## src/rtl/ohms_pkg.sv

```systemverilog
// Shared types, constants and decode helpers for the obfuscated marker scanner.
`default_nettype none
package ohms_pkg;

    localparam int KEY_LIMIT   = 31;
    localparam int OFFSET_BITS = 32;
    localparam int OUT_OFF_BITS = 32;
    localparam int KEY_BITS    = 5;
    localparam int QUEUE_DEPTH = 4;
    localparam int QPTR_BITS   = $clog2(QUEUE_DEPTH);

    // Configuration register indexes
    localparam logic CFG_MODE_ENABLE = 1'b0;
    localparam logic CFG_MAX_XOR_KEY = 1'b1;

    // Hit modes, also the bit positions in an item's hit mask
    localparam logic [1:0] MODE_PLAIN   = 2'd0;
    localparam logic [1:0] MODE_ROT13   = 2'd1;
    localparam logic [1:0] MODE_XOR     = 2'd2;
    localparam logic [1:0] MODE_ROT_XOR = 2'd3;

    localparam logic [KEY_BITS-1:0] KEY_NONE = '0;

    // Marker letters, lower case; upper case differs only in the case bit
    localparam logic [7:0] MARK_H   = 8'd104;
    localparam logic [7:0] MARK_T   = 8'd116;
    localparam logic [7:0] MARK_P   = 8'd112;
    localparam logic [7:0] CASE_BIT = 8'd32;
    localparam logic [7:0] ROT_STEP = 8'd13;

    typedef struct packed {
        logic [3:0]             mask;     // one bit per hit mode
        logic [KEY_BITS-1:0]    xor_key;
        logic [KEY_BITS-1:0]    rot_key;
        logic [OFFSET_BITS-1:0] offset;
    } t_scan_item;

    function automatic logic [7:0] rot13(input logic [7:0] b);
        logic [7:0] r;
        r = b;
        if ((b >= 8'd65 && b <= 8'd77) || (b >= 8'd97 && b <= 8'd109)) begin
            r = b + ROT_STEP;
        end else if ((b >= 8'd78 && b <= 8'd90) || (b >= 8'd110 && b <= 8'd122)) begin
            r = b - ROT_STEP;
        end
        return r;
    endfunction

endpackage
`default_nettype wire

```

## src/rtl/obfuscated_http_marker_scanner_unit.sv

```systemverilog
// Top level of the obfuscated "http" marker scanner.
// Takes one file byte per cycle and reports every decoding (plain, ROT13, XOR with a key,
// ROT13 then XOR) under which the last four bytes read "http" in any letter case. Because a
// key must turn all four bytes into their letters, each XOR family has at most one matching
// key per window, so a byte yields at most two hits. The front end classifies each window in
// the cycle the byte is accepted and pushes windows with hits into a four-entry queue; the
// back end sends one hit per cycle through a result register while that register is empty or
// popped. A byte is accepted every cycle while the queue has room; the queue fills only when
// results are not popped or windows with two hits arrive back to back. A hit passes through
// the queue and then the result register before it shows on the result ports. Start of file
// clears the history, and the first three bytes of a file give no hit.
// Configuration writes are always ready and take effect on the next accepted byte.
`default_nettype none
module obfuscated_http_marker_scanner_unit (
    input  wire logic                              i_clk,
    input  wire logic                              i_rst_n,
    input  wire logic                              push,
    output      logic                              full,
    input  wire logic [7:0]                        i_data_byte,
    input  wire logic                              i_start_of_file,
    output      logic                              empty,
    input  wire logic                              pop,
    output      logic [1:0]                        o_hit_mode,
    output      logic [ohms_pkg::KEY_BITS-1:0]     o_hit_key,
    output      logic [ohms_pkg::OUT_OFF_BITS-1:0] o_hit_offset,
    output      logic                              o_last_hit,
    input  wire logic                              i_cfg_valid,
    output      logic                              o_cfg_ready,
    input  wire logic                              i_cfg_index,
    input  wire logic [ohms_pkg::KEY_BITS-1:0]     i_cfg_data
);
    import ohms_pkg::*;

    logic [3:0]          r_mode_enable;
    logic [KEY_BITS-1:0] r_max_xor_key;

    logic       accept;
    logic       front_hit;
    t_scan_item front_item;
    t_scan_item q_item;
    logic       q_full, q_empty, q_rd;

    assign o_cfg_ready = 1'b1;
    assign full        = q_full;
    assign accept      = push && !q_full;

    always_ff @(posedge i_clk) begin
        if (!i_rst_n) begin
            r_mode_enable <= 4'd15;
            r_max_xor_key <= KEY_BITS'(31);
        end else if (i_cfg_valid) begin
            unique case (i_cfg_index)
                CFG_MODE_ENABLE: r_mode_enable <= i_cfg_data[3:0];
                CFG_MAX_XOR_KEY: r_max_xor_key <= i_cfg_data;
            endcase
        end
    end

    ohms_front u_front (
        .i_clk           (i_clk),
        .i_rst_n         (i_rst_n),
        .i_accept        (accept),
        .i_data_byte     (i_data_byte),
        .i_start_of_file (i_start_of_file),
        .i_mode_enable   (r_mode_enable),
        .i_max_xor_key   (r_max_xor_key),
        .o_hit           (front_hit),
        .o_item          (front_item)
    );

    ohms_queue u_queue (
        .i_clk   (i_clk),
        .i_rst_n (i_rst_n),
        .i_wr    (front_hit),
        .i_item  (front_item),
        .o_full  (q_full),
        .i_rd    (q_rd),
        .o_empty (q_empty),
        .o_item  (q_item)
    );

    ohms_back u_back (
        .i_clk        (i_clk),
        .i_rst_n      (i_rst_n),
        .i_q_empty    (q_empty),
        .i_q_item     (q_item),
        .o_q_rd       (q_rd),
        .i_pop        (pop),
        .o_empty      (empty),
        .o_hit_mode   (o_hit_mode),
        .o_hit_key    (o_hit_key),
        .o_hit_offset (o_hit_offset),
        .o_last_hit   (o_last_hit)
    );

endmodule
`default_nettype wire

```

## src/rtl/ohms_front.sv

```systemverilog
// Front end: byte history, offset counter and per-window classification of all decodings.
`default_nettype none
module ohms_front (
    input  wire logic                        i_clk,
    input  wire logic                        i_rst_n,
    input  wire logic                        i_accept,
    input  wire logic [7:0]                  i_data_byte,
    input  wire logic                        i_start_of_file,
    input  wire logic [3:0]                  i_mode_enable,
    input  wire logic [ohms_pkg::KEY_BITS-1:0] i_max_xor_key,
    output      logic                        o_hit,
    output      ohms_pkg::t_scan_item        o_item
);
    import ohms_pkg::*;

    logic [7:0]             r_hist [3];
    logic [1:0]             r_fill;
    logic [OFFSET_BITS-1:0] r_offset;

    logic [7:0]             w [4];
    logic [7:0]             rw [4];
    logic [7:0]             mark [4];
    logic [7:0]             ex [4];
    logic [7:0]             er [4];
    logic [1:0]             fill_eff;
    logic [OFFSET_BITS-1:0] off_eff;
    logic                   plain_ok, rot_ok, xeq, req;
    logic                   x_ok, r_ok;

    assign mark[0] = MARK_H;
    assign mark[1] = MARK_T;
    assign mark[2] = MARK_T;
    assign mark[3] = MARK_P;

    always_comb begin
        fill_eff = i_start_of_file ? 2'd0 : r_fill;
        off_eff  = i_start_of_file ? '0 : r_offset;
        w[0] = i_start_of_file ? 8'd0 : r_hist[0];
        w[1] = i_start_of_file ? 8'd0 : r_hist[1];
        w[2] = i_start_of_file ? 8'd0 : r_hist[2];
        w[3] = i_data_byte;
        // A letter matches when the byte with its case bit set equals the lower case code,
        // so an xor key must equal that difference on all four bytes.
        for (int i = 0; i < 4; i++) begin
            rw[i] = rot13(w[i]);
            ex[i] = (w[i] | CASE_BIT) ^ mark[i];
            er[i] = (rw[i] | CASE_BIT) ^ mark[i];
        end
        plain_ok = (ex[0] == 8'd0) && (ex[1] == 8'd0) && (ex[2] == 8'd0) && (ex[3] == 8'd0);
        rot_ok   = (er[0] == 8'd0) && (er[1] == 8'd0) && (er[2] == 8'd0) && (er[3] == 8'd0);
        xeq = (ex[0] == ex[1]) && (ex[0] == ex[2]) && (ex[0] == ex[3]);
        req = (er[0] == er[1]) && (er[0] == er[2]) && (er[0] == er[3]);
        x_ok = xeq && (ex[0][7:KEY_BITS] == '0) && (ex[0][KEY_BITS-1:0] != KEY_NONE)
            && (ex[0][KEY_BITS-1:0] <= i_max_xor_key)
            && (32'(ex[0][KEY_BITS-1:0]) <= 32'(KEY_LIMIT));
        r_ok = req && (er[0][7:KEY_BITS] == '0) && (er[0][KEY_BITS-1:0] != KEY_NONE)
            && (er[0][KEY_BITS-1:0] <= i_max_xor_key)
            && (32'(er[0][KEY_BITS-1:0]) <= 32'(KEY_LIMIT));

        o_item.mask[MODE_PLAIN]   = plain_ok & i_mode_enable[MODE_PLAIN];
        o_item.mask[MODE_ROT13]   = rot_ok   & i_mode_enable[MODE_ROT13];
        o_item.mask[MODE_XOR]     = x_ok     & i_mode_enable[MODE_XOR];
        o_item.mask[MODE_ROT_XOR] = r_ok     & i_mode_enable[MODE_ROT_XOR];
        if (fill_eff != 2'd3) begin
            o_item.mask = '0;
        end
        o_item.xor_key = ex[0][KEY_BITS-1:0];
        o_item.rot_key = er[0][KEY_BITS-1:0];
        o_item.offset  = off_eff - OFFSET_BITS'(3);
        o_hit = i_accept && (o_item.mask != '0);
    end

    always_ff @(posedge i_clk) begin
        if (!i_rst_n) begin
            r_hist[0] <= '0;
            r_hist[1] <= '0;
            r_hist[2] <= '0;
            r_fill    <= '0;
            r_offset  <= '0;
        end else if (i_accept) begin
            r_hist[0] <= w[1];
            r_hist[1] <= w[2];
            r_hist[2] <= w[3];
            if (fill_eff != 2'd3) begin
                r_fill <= fill_eff + 2'd1;
            end else begin
                r_fill <= fill_eff;
            end
            r_offset <= off_eff + OFFSET_BITS'(1);
        end
    end

endmodule
`default_nettype wire

```

## src/rtl/ohms_queue.sv

```systemverilog
// Short queue of classified windows between the front end and the result serializer.
`default_nettype none
module ohms_queue (
    input  wire logic                 i_clk,
    input  wire logic                 i_rst_n,
    input  wire logic                 i_wr,
    input  wire ohms_pkg::t_scan_item i_item,
    output      logic                 o_full,
    input  wire logic                 i_rd,
    output      logic                 o_empty,
    output      ohms_pkg::t_scan_item o_item
);
    import ohms_pkg::*;

    t_scan_item           r_mem [QUEUE_DEPTH];
    logic [QPTR_BITS-1:0] r_wr_ptr, r_rd_ptr;
    logic [QPTR_BITS:0]   r_count;

    assign o_full  = (r_count == (QPTR_BITS+1)'(QUEUE_DEPTH));
    assign o_empty = (r_count == '0);
    assign o_item  = r_mem[r_rd_ptr];

    always_ff @(posedge i_clk) begin
        if (i_wr) begin
            r_mem[r_wr_ptr] <= i_item;
        end
    end

    always_ff @(posedge i_clk) begin
        if (!i_rst_n) begin
            r_wr_ptr <= '0;
            r_rd_ptr <= '0;
            r_count  <= '0;
        end else begin
            if (i_wr) begin
                r_wr_ptr <= r_wr_ptr + QPTR_BITS'(1);
            end
            if (i_rd) begin
                r_rd_ptr <= r_rd_ptr + QPTR_BITS'(1);
            end
            if (i_wr && !i_rd) begin
                r_count <= r_count + (QPTR_BITS+1)'(1);
            end else if (!i_wr && i_rd) begin
                r_count <= r_count - (QPTR_BITS+1)'(1);
            end
        end
    end

endmodule
`default_nettype wire

```

## src/rtl/ohms_back.sv

```systemverilog
// Back end: walks each queued hit mask in mode order and drives the result register.
`default_nettype none
module ohms_back (
    input  wire logic                 i_clk,
    input  wire logic                 i_rst_n,
    input  wire logic                 i_q_empty,
    input  wire ohms_pkg::t_scan_item i_q_item,
    output      logic                 o_q_rd,
    input  wire logic                 i_pop,
    output      logic                 o_empty,
    output      logic [1:0]           o_hit_mode,
    output      logic [ohms_pkg::KEY_BITS-1:0] o_hit_key,
    output      logic [ohms_pkg::OUT_OFF_BITS-1:0] o_hit_offset,
    output      logic                 o_last_hit
);
    import ohms_pkg::*;

    logic [3:0]              r_done;
    logic                    r_valid;
    logic [1:0]              r_mode;
    logic [KEY_BITS-1:0]     r_key;
    logic [OUT_OFF_BITS-1:0] r_offset;
    logic                    r_last;

    logic [3:0]          remain, cur, rest;
    logic [1:0]          cur_mode;
    logic [KEY_BITS-1:0] cur_key;
    logic                advance, emit;

    always_comb begin
        remain   = i_q_item.mask & ~r_done;
        cur      = '0;
        cur_mode = MODE_PLAIN;
        cur_key  = KEY_NONE;
        priority if (remain[MODE_PLAIN]) begin
            cur[MODE_PLAIN] = 1'b1;
        end else if (remain[MODE_ROT13]) begin
            cur[MODE_ROT13] = 1'b1;
            cur_mode = MODE_ROT13;
        end else if (remain[MODE_XOR]) begin
            cur[MODE_XOR] = 1'b1;
            cur_mode = MODE_XOR;
            cur_key  = i_q_item.xor_key;
        end else begin
            cur[MODE_ROT_XOR] = 1'b1;
            cur_mode = MODE_ROT_XOR;
            cur_key  = i_q_item.rot_key;
        end
        rest    = remain & ~cur;
        advance = !r_valid || i_pop;
        emit    = advance && !i_q_empty;
        o_q_rd  = emit && (rest == '0);
    end

    assign o_empty      = !r_valid;
    assign o_hit_mode   = r_mode;
    assign o_hit_key    = r_key;
    assign o_hit_offset = r_offset;
    assign o_last_hit   = r_last;

    always_ff @(posedge i_clk) begin
        if (!i_rst_n) begin
            r_valid <= 1'b0;
            r_done  <= '0;
        end else begin
            if (advance) begin
                r_valid <= !i_q_empty;
            end
            // drop the finished item's progress, otherwise mark the hit just sent
            if (o_q_rd) begin
                r_done <= '0;
            end else if (emit) begin
                r_done <= r_done | cur;
            end
        end
    end

    always_ff @(posedge i_clk) begin
        if (emit) begin
            r_mode   <= cur_mode;
            r_key    <= cur_key;
            r_offset <= OUT_OFF_BITS'(i_q_item.offset);
            r_last   <= (rest == '0);
        end
    end

endmodule
`default_nettype wire

```

## config.mk

```make
export PLATFORM = sky130hd
export DESIGN_NAME = obfuscated_http_marker_scanner_unit
export DESIGN_NICKNAME = d
export VERILOG_FILES = /design/src/rtl/ohms_pkg.sv /design/src/rtl/obfuscated_http_marker_scanner_unit.sv /design/src/rtl/ohms_front.sv /design/src/rtl/ohms_queue.sv /design/src/rtl/ohms_back.sv
export SDC_FILE = /design/constraint.sdc
export NUM_CORES = 1
export LEC_CHECK = 0
export ABC_AREA = 0
export BUFFER_PORTS_ARGS = -buffer_cell sky130_fd_sc_hd__buf_4
export CAP_MARGIN = 20
export CELL_PAD_IN_SITES_DETAIL_PLACEMENT = 1
export CELL_PAD_IN_SITES_GLOBAL_PLACEMENT = 1
export CORE_UTILIZATION = 48
export DETAILED_ROUTE_END_ITERATION = 6
export PLACE_DENSITY_LB_ADDON = 0.3
export RECOVER_POWER = 100
export SLEW_MARGIN = 10
export SYNTH_ARGS = -nofsm -noshare
export SYNTH_HDL_FRONTEND = slang
export SYNTH_SLANG_ARGS = --single-unit
```

## constraint.sdc

```tcl
create_clock -name i_clk -period 8.7 [get_ports i_clk]
set_input_delay 0.435 -clock i_clk [delete_from_list [all_inputs] [get_ports i_clk]]
set_output_delay 0.435 -clock i_clk [all_outputs]
set_load 0.01 [all_outputs]
```

# Word-level counts from Yosys, hierarchy flattened
# Memory sizes are Yosys's and may differ from the RTL's. A register that Yosys moved wholly into a read port is not among the register bits.
# Cells that the tools add are included.
[totals]
regBits = 95
ramBits = 208
inputBits = 20
mem_count = 2
[op_classes]
add_sub_neg = 15
magnitude_cmp = 34
n_eq_ne = 8
muxes = 37
bitwise_logic = 22
n_reduce_logical = 72
[mem_list]
columns = ["memory", "words", "word_bits", "rd", "rd_ports_with_merged_regs", "wr", "line", "source"]
rows = [
  ["u_queue.r_mem", 4, 46, 1, 1, 1, "ohms_queue.sv:15", "t_scan_item r_mem [QUEUE_DEPTH];"],
  ["u_front.r_hist", 3, 8, 3, 0, 3, "ohms_front.sv:16", "logic [7:0] r_hist [3];"],
]
[op_table]
columns = ["cell", "count"]
rows = [
  [">= comparator 8 x 7 -> 1 bit, second input constant", 16],
  ["less-or-equal comparator 8 x 7 -> 1 bit, second input constant", 16],
  ["two-way mux 8 bit", 14],
  ["zero test 8 bit", 8],
  ["equality test 8 bit", 6],
  ["logical AND 1 bit", 38],
  ["adder 32 x 1 -> 32 bit, second input constant", 1],
  ["adder 8 x 4 -> 8 bit, second input constant", 4],
  ["two-way mux 32 bit", 1],
  ["subtractor 32 x 2 -> 32 bit, second input constant", 1],
  ["subtractor 8 x 4 -> 8 bit, second input constant", 4],
  ["NOT 4 bit", 6],
  ["two-way mux 1 bit", 12],
  ["NOT 3 bit", 4],
  ["less-or-equal comparator 5 bit", 2],
  ["two-way mux 2 bit", 5],
  ["nonzero test 5 bit", 2],
  ["zero test 3 bit", 3],
  ["logical OR 1 bit", 9],
  ["two-way mux 3 bit", 3],
  ["AND 4 bit", 2],
  ["adder 2 x 1 -> 2 bit, second input constant", 3],
  ["zero test 1 bit", 5],
  ["two-way mux 5 bit", 1],
  ["other kinds (14)", 22],
]

# Depth between registers and ports, before layout
# An unclocked memory read counts as a cell.
[depth]
ltp_word = 22
mapped_depth = 29
depth_no_buf = 27

# By module
# Synthesis repeated with hierarchy kept, for this count alone.
[hier_totals]
hier_cells = 1192
hier_area_um2 = 14759.2
[by_module_without_submodules]
columns = ["mod", "instances", "cells_per_inst", "area_per_inst_um2", "seq_area_each_um2"]
rows = [
  ["ohms_queue", 1, 283, 7145.6, 5705.5],
  ["ohms_front", 1, 769, 5601.6, 1401.3],
  ["ohms_back", 1, 95, 1611.5, 1301.2],
  ["obfuscated_http_marker_scanner_unit", 1, 45, 400.4, 180.2],
]

# Least setup slack after synthesis
# Ideal clock, no wire load.
[synth_path]
path_kind = "input port to flip-flop"
start = "in i_start_of_file"
end = "mem u_queue.r_mem[0][0] in the netlist's numbering (enable)"
setup_ps = 450
arrival_ps = 6468
setup_slack_ps = 1782
path_stages = 23
path_buffers = 3
cell_sequence = "buf_2 clkbuf_1 nor2b_1 inv_1 ha_1 nor4b_1 a311o_1 buf_2 o211ai_1 a21oi_1 nor2_1 inv_1 ha_1 nor2b_1 o21a_1 o21a_1 o21ai_0 a22oi_1 nor2_1 o2111ai_1 nor4_1 o41ai_2 nor2_1"
[synth_lines]
columns = ["element", "line", "source"]
rows = [
  ["start, declared", "obfuscated_http_marker_scanner_unit.sv:20", "input wire logic i_start_of_file,"],
  ["end, declared", "ohms_queue.sv:15", ""],
]

==> summary.md <==
| Metric | Value |
|---|---|
| CP max stage delay | 1.04 ns |
| Routed Antenna Nets | 0 |
| GR Util All Layers | 25.56% |
| Post-synthesis cell type with the largest combined area | edfxtp_1 |
| Share of flip-flops with an asynchronous set or reset | 0% |
| Gate Count Post-Synth | 1249 |
| Number of flops mapped to enable cells by yosys | 248 |
| Required @ worst endpoint | 8.84 ns |
| Clk slew on worst S/H paths | 0.06 ns |
| CTS buffer count | 34 |
| Largest net degree at the start of global routing | 64 |
| Status | finished with violations |
| Top cell type's share of synthesized area | 50.01% |
| Distinct cells, synth | 82 |
| Setup Fix Bufs, Post-CTS | 0 |
| Critical path class | in -> reg |
| P_leak | 5.640 nW |
| Min Clock Period, post-route | 7.546 ns |
| Tightest Pin Transition | 3.215 ns |
| Peak VDD IR | 0.1421 mV |
| Post-synthesis compound-gate area fraction | 11.67% |
| Sequential element share of the synthesized area | 57.68% |
| Failing checks | capacitance limit, slew limit |
| Critical path cell sequence | clkbuf_1 -> nor2b_1 -> inv_1 -> ha_1 -> nor4b_1 -> a311o_1 -> o311ai_0 -> o32ai_1 -> nor2_1 -> inv_1 -> ha_1 -> nor2b_1 -> o21a_1 -> o21a_1 -> o21ai_0 -> a22oi_1 -> nor2_1 -> o2111ai_1 -> nor4_1 -> o41ai_2 -> nor2_4 -> clkbuf_2 |
| Utilization after layout | 54.35% |
| Vias in the first global route | 10730 |
| Vert. Die Dim | 178.1 microns |
| Fin cells | 1702 |
| Max Clock Freq | 132.5 MHz |
| Vias per cell | 6.181 |
| Predominant post-synthesis flop cell | edfxtp_1 |
| First-pass GRT wire length | 61730 microns |
| Placeable Area | 0.03059 sq mm |
| Mux share of post-synthesis cell area | 7.974% |
| Placed cell count | 1638 |
| Seq cells post-synth | 305 |
| Main area contributors after synthesis | edfxtp_1 50%, dfxtp_1 7.7%, mux4_2 7.0% |
| Initial antenna violation count | 0 |
| CP max-delay cell | clkbuf_1 |
| Final setup viols | 0 |
| Nets@finish | 1332 |
| Drt wl/cell | 23.21 microns |
| RSZ-0062 raised after global routing | no |
| Slew HR | -114.6% |
| H-tree levels | 2 |
| GPL Wtd Cong | 0.8746 |
| Power Density | 196.7 mW/mm^2 |
| # hold bufs at CTS | 0 |
| I/O pin cnt | 63 |
| Starting density of the core | 48.68% |
| Clock Skew | 0.01050 ns |
| DRC errors left | 0 |
| Crit start category | input port |
| Crit path arrival time | 7.69 ns |
| Post-DP HPWL | 25710 microns |
| Setup crit end kind | register |
| Overall Power | 3.271 mW |
| # port buffers | 61 |
| Syn Nets | 1301 |
| Fin Hold WS | 0.1441 ns |
| Ant. Diodes | 0 |
| Slew Viols, Final | 215 |
| Routed Wire Length | 39500 microns |
| Hold Vio Cnt, Final | 0 |
| PostCTS Resize Cnt | 0 |
| Max Fanout on Critical Path | 32 |
| Post-Synth Adder-Cell Area | 2.739% |
| Area grow syn2layout | 11.65% |
| Most frequent cells in the layout | 248 x edfxtp_1, 108 x nand2_1, 83 x nor2_1 |
| First-pass DRT Iterations | 5 |
| Worst-Skew Late Latency | 0.52 ns |
| Share of layout cells above drive strength 1 | 10.95% |
| Simple-Gate Fraction of Synth Area | 15.08% |
| Avg Cell Area, Syn | 11.92 sq um |
| Critical path buffers and inverters | 4 |
| Crit path max-delay family | simple AND/OR/NAND/NOR gates |
| Hold Crit Class | in -> reg |
| Largest family of logic cells by synthesized area | simple AND/OR/NAND/NOR gates |
| Synth Area in XOR/XNOR | 1.412% |
| 1st-iter DRT viols | 861 |
| # rows | 64 |
| Synthesized area | 0.01489 sq mm |
| Yosys warning count | 0 |
| Most common cell after layout, fill and taps aside | edfxtp_1 |
| Tcrit/Tclk final | 86.74% |
| CTS tree | yes |
| Die X | 178.1 microns |
| Max-cap violations | 4 |
| Sinks on Clock Net | 305 |
| Max Root-Sink Buffers | 3 |
| Full die area | 0.03173 sq mm |
| Total negative setup slack | 0 ns |
| Via Count | 10520 |
| Global route total overflow | 0 |
| Clock Tree Root | clkbuf_16 |
==> worst reg2reg max path: cells and delay by family, from the launching register on <==
kind            cells  cell delay [ns]
fa+ha+maj           2             0.49
compound gates      9             2.08
buf+inv             3             1.15
flops               1             0.55
simple gates        7             2.52
==> per-layer routing <==
metal | wire length (microns) | GRT usage (%) | vias to the layer above
met4 | 993 | 7.799 | 0
li1 | - | - | 4790
met3 | 2369 | 4.177 | 81
met5 | 0 | 0 | -
met2 | 18390 | 41.20 | 386
met1 | 17750 | 35.44 | 5263
==> final timing paths <==
check                             from              endpoint  slack [ns]  cells past startpoint
hold reg to reg       u_back.r_done[3]      u_back.r_done[3]        0.47                      2
hold / removal           i_cfg_data[4]      r_max_xor_key[4]        0.14                      3
setup reg to reg  u_front.r_hist[0][1]  u_queue.r_mem[2][12]        1.50                     21
setup / recovery       i_start_of_file  u_queue.r_mem[2][12]        1.15                     22
==> report_power, final <==
group          total (mW)  internal, mW  switching, mW
logic               0.185        0.0617          0.124
registers            1.61          1.58         0.0247
clock network        1.48         0.884          0.595
==> synthesized netlist by cell type, types with 5 or more instances <==
master	instances
a31oi_1	20
o211ai_1	12
and2_1	18
o22ai_1	7
nand2_1	108
inv_1	51
mux4_2	46
ha_1	31
nand2b_1	19
clkbuf_1	63
mux2i_1	14
dfxtp_1	57
a21oi_1	43
nor4_1	15
nand4b_1	5
edfxtp_1	248
o21a_1	7
o21ai_0	77
nor2b_1	36
buf_2	5
nor3_1	30
buf_1	8
a22oi_1	15
xnor2_1	15
nand4_1	20
xor2_1	9
or3_1	12
and4_1	10
nor2_1	87
nand3_1	25
a21boi_0	17
a211oi_1	7
and3_1	21
o31ai_1	5
==> cell type report <==
class                      instances  area (sq um)
clock buffer                      45         932.1
clock inverter                    17         234.0
sequential                       305          8589
fill                            3145         13960
timing repair buffer              73         356.6
tap                              396         495.5
multi-input combinational        812          5814
inverter                          54         202.7
==> kinds of logic after synthesis <==
| kind of cell | count (synthesis) |
|---|---|
| flops | 305 |
| xor+xnor | 24 |
| buf+inv | 132 |
| compound gates | 261 |
| simple gates | 433 |
| fa+ha+maj | 32 |
| other cells | 1 |
| mux | 61 |
==> registers in the layout, indices dropped and copies added, names as in the netlist, named ones only <==
signal / cells
u_back.o_hit_mode: 2
u_front.r_hist: 24
u_back.o_last_hit: 1
u_queue.r_mem: 184
u_back.r_valid: 1
u_front.r_offset: 32
u_queue.r_count: 3
r_max_xor_key: 5
r_mode_enable: 4
u_back.o_hit_offset: 32
u_queue.r_wr_ptr: 2
u_queue.r_rd_ptr: 2
u_back.o_hit_key: 5
u_back.r_done: 4
u_front.r_fill: 2
==> per-stage QoR <==
stage	instance area, sq um	worst slack [ns]
5_1_grt	16620	0.5642
3_5_place_dp	15660	1.814
4_1_cts	16830	1.746
6_report	16620	1.154
2_1_floorplan	14890	1.782
3_3_place_gp	15660	2.242
No activity file was read; power rests on OpenSTA's default activity.
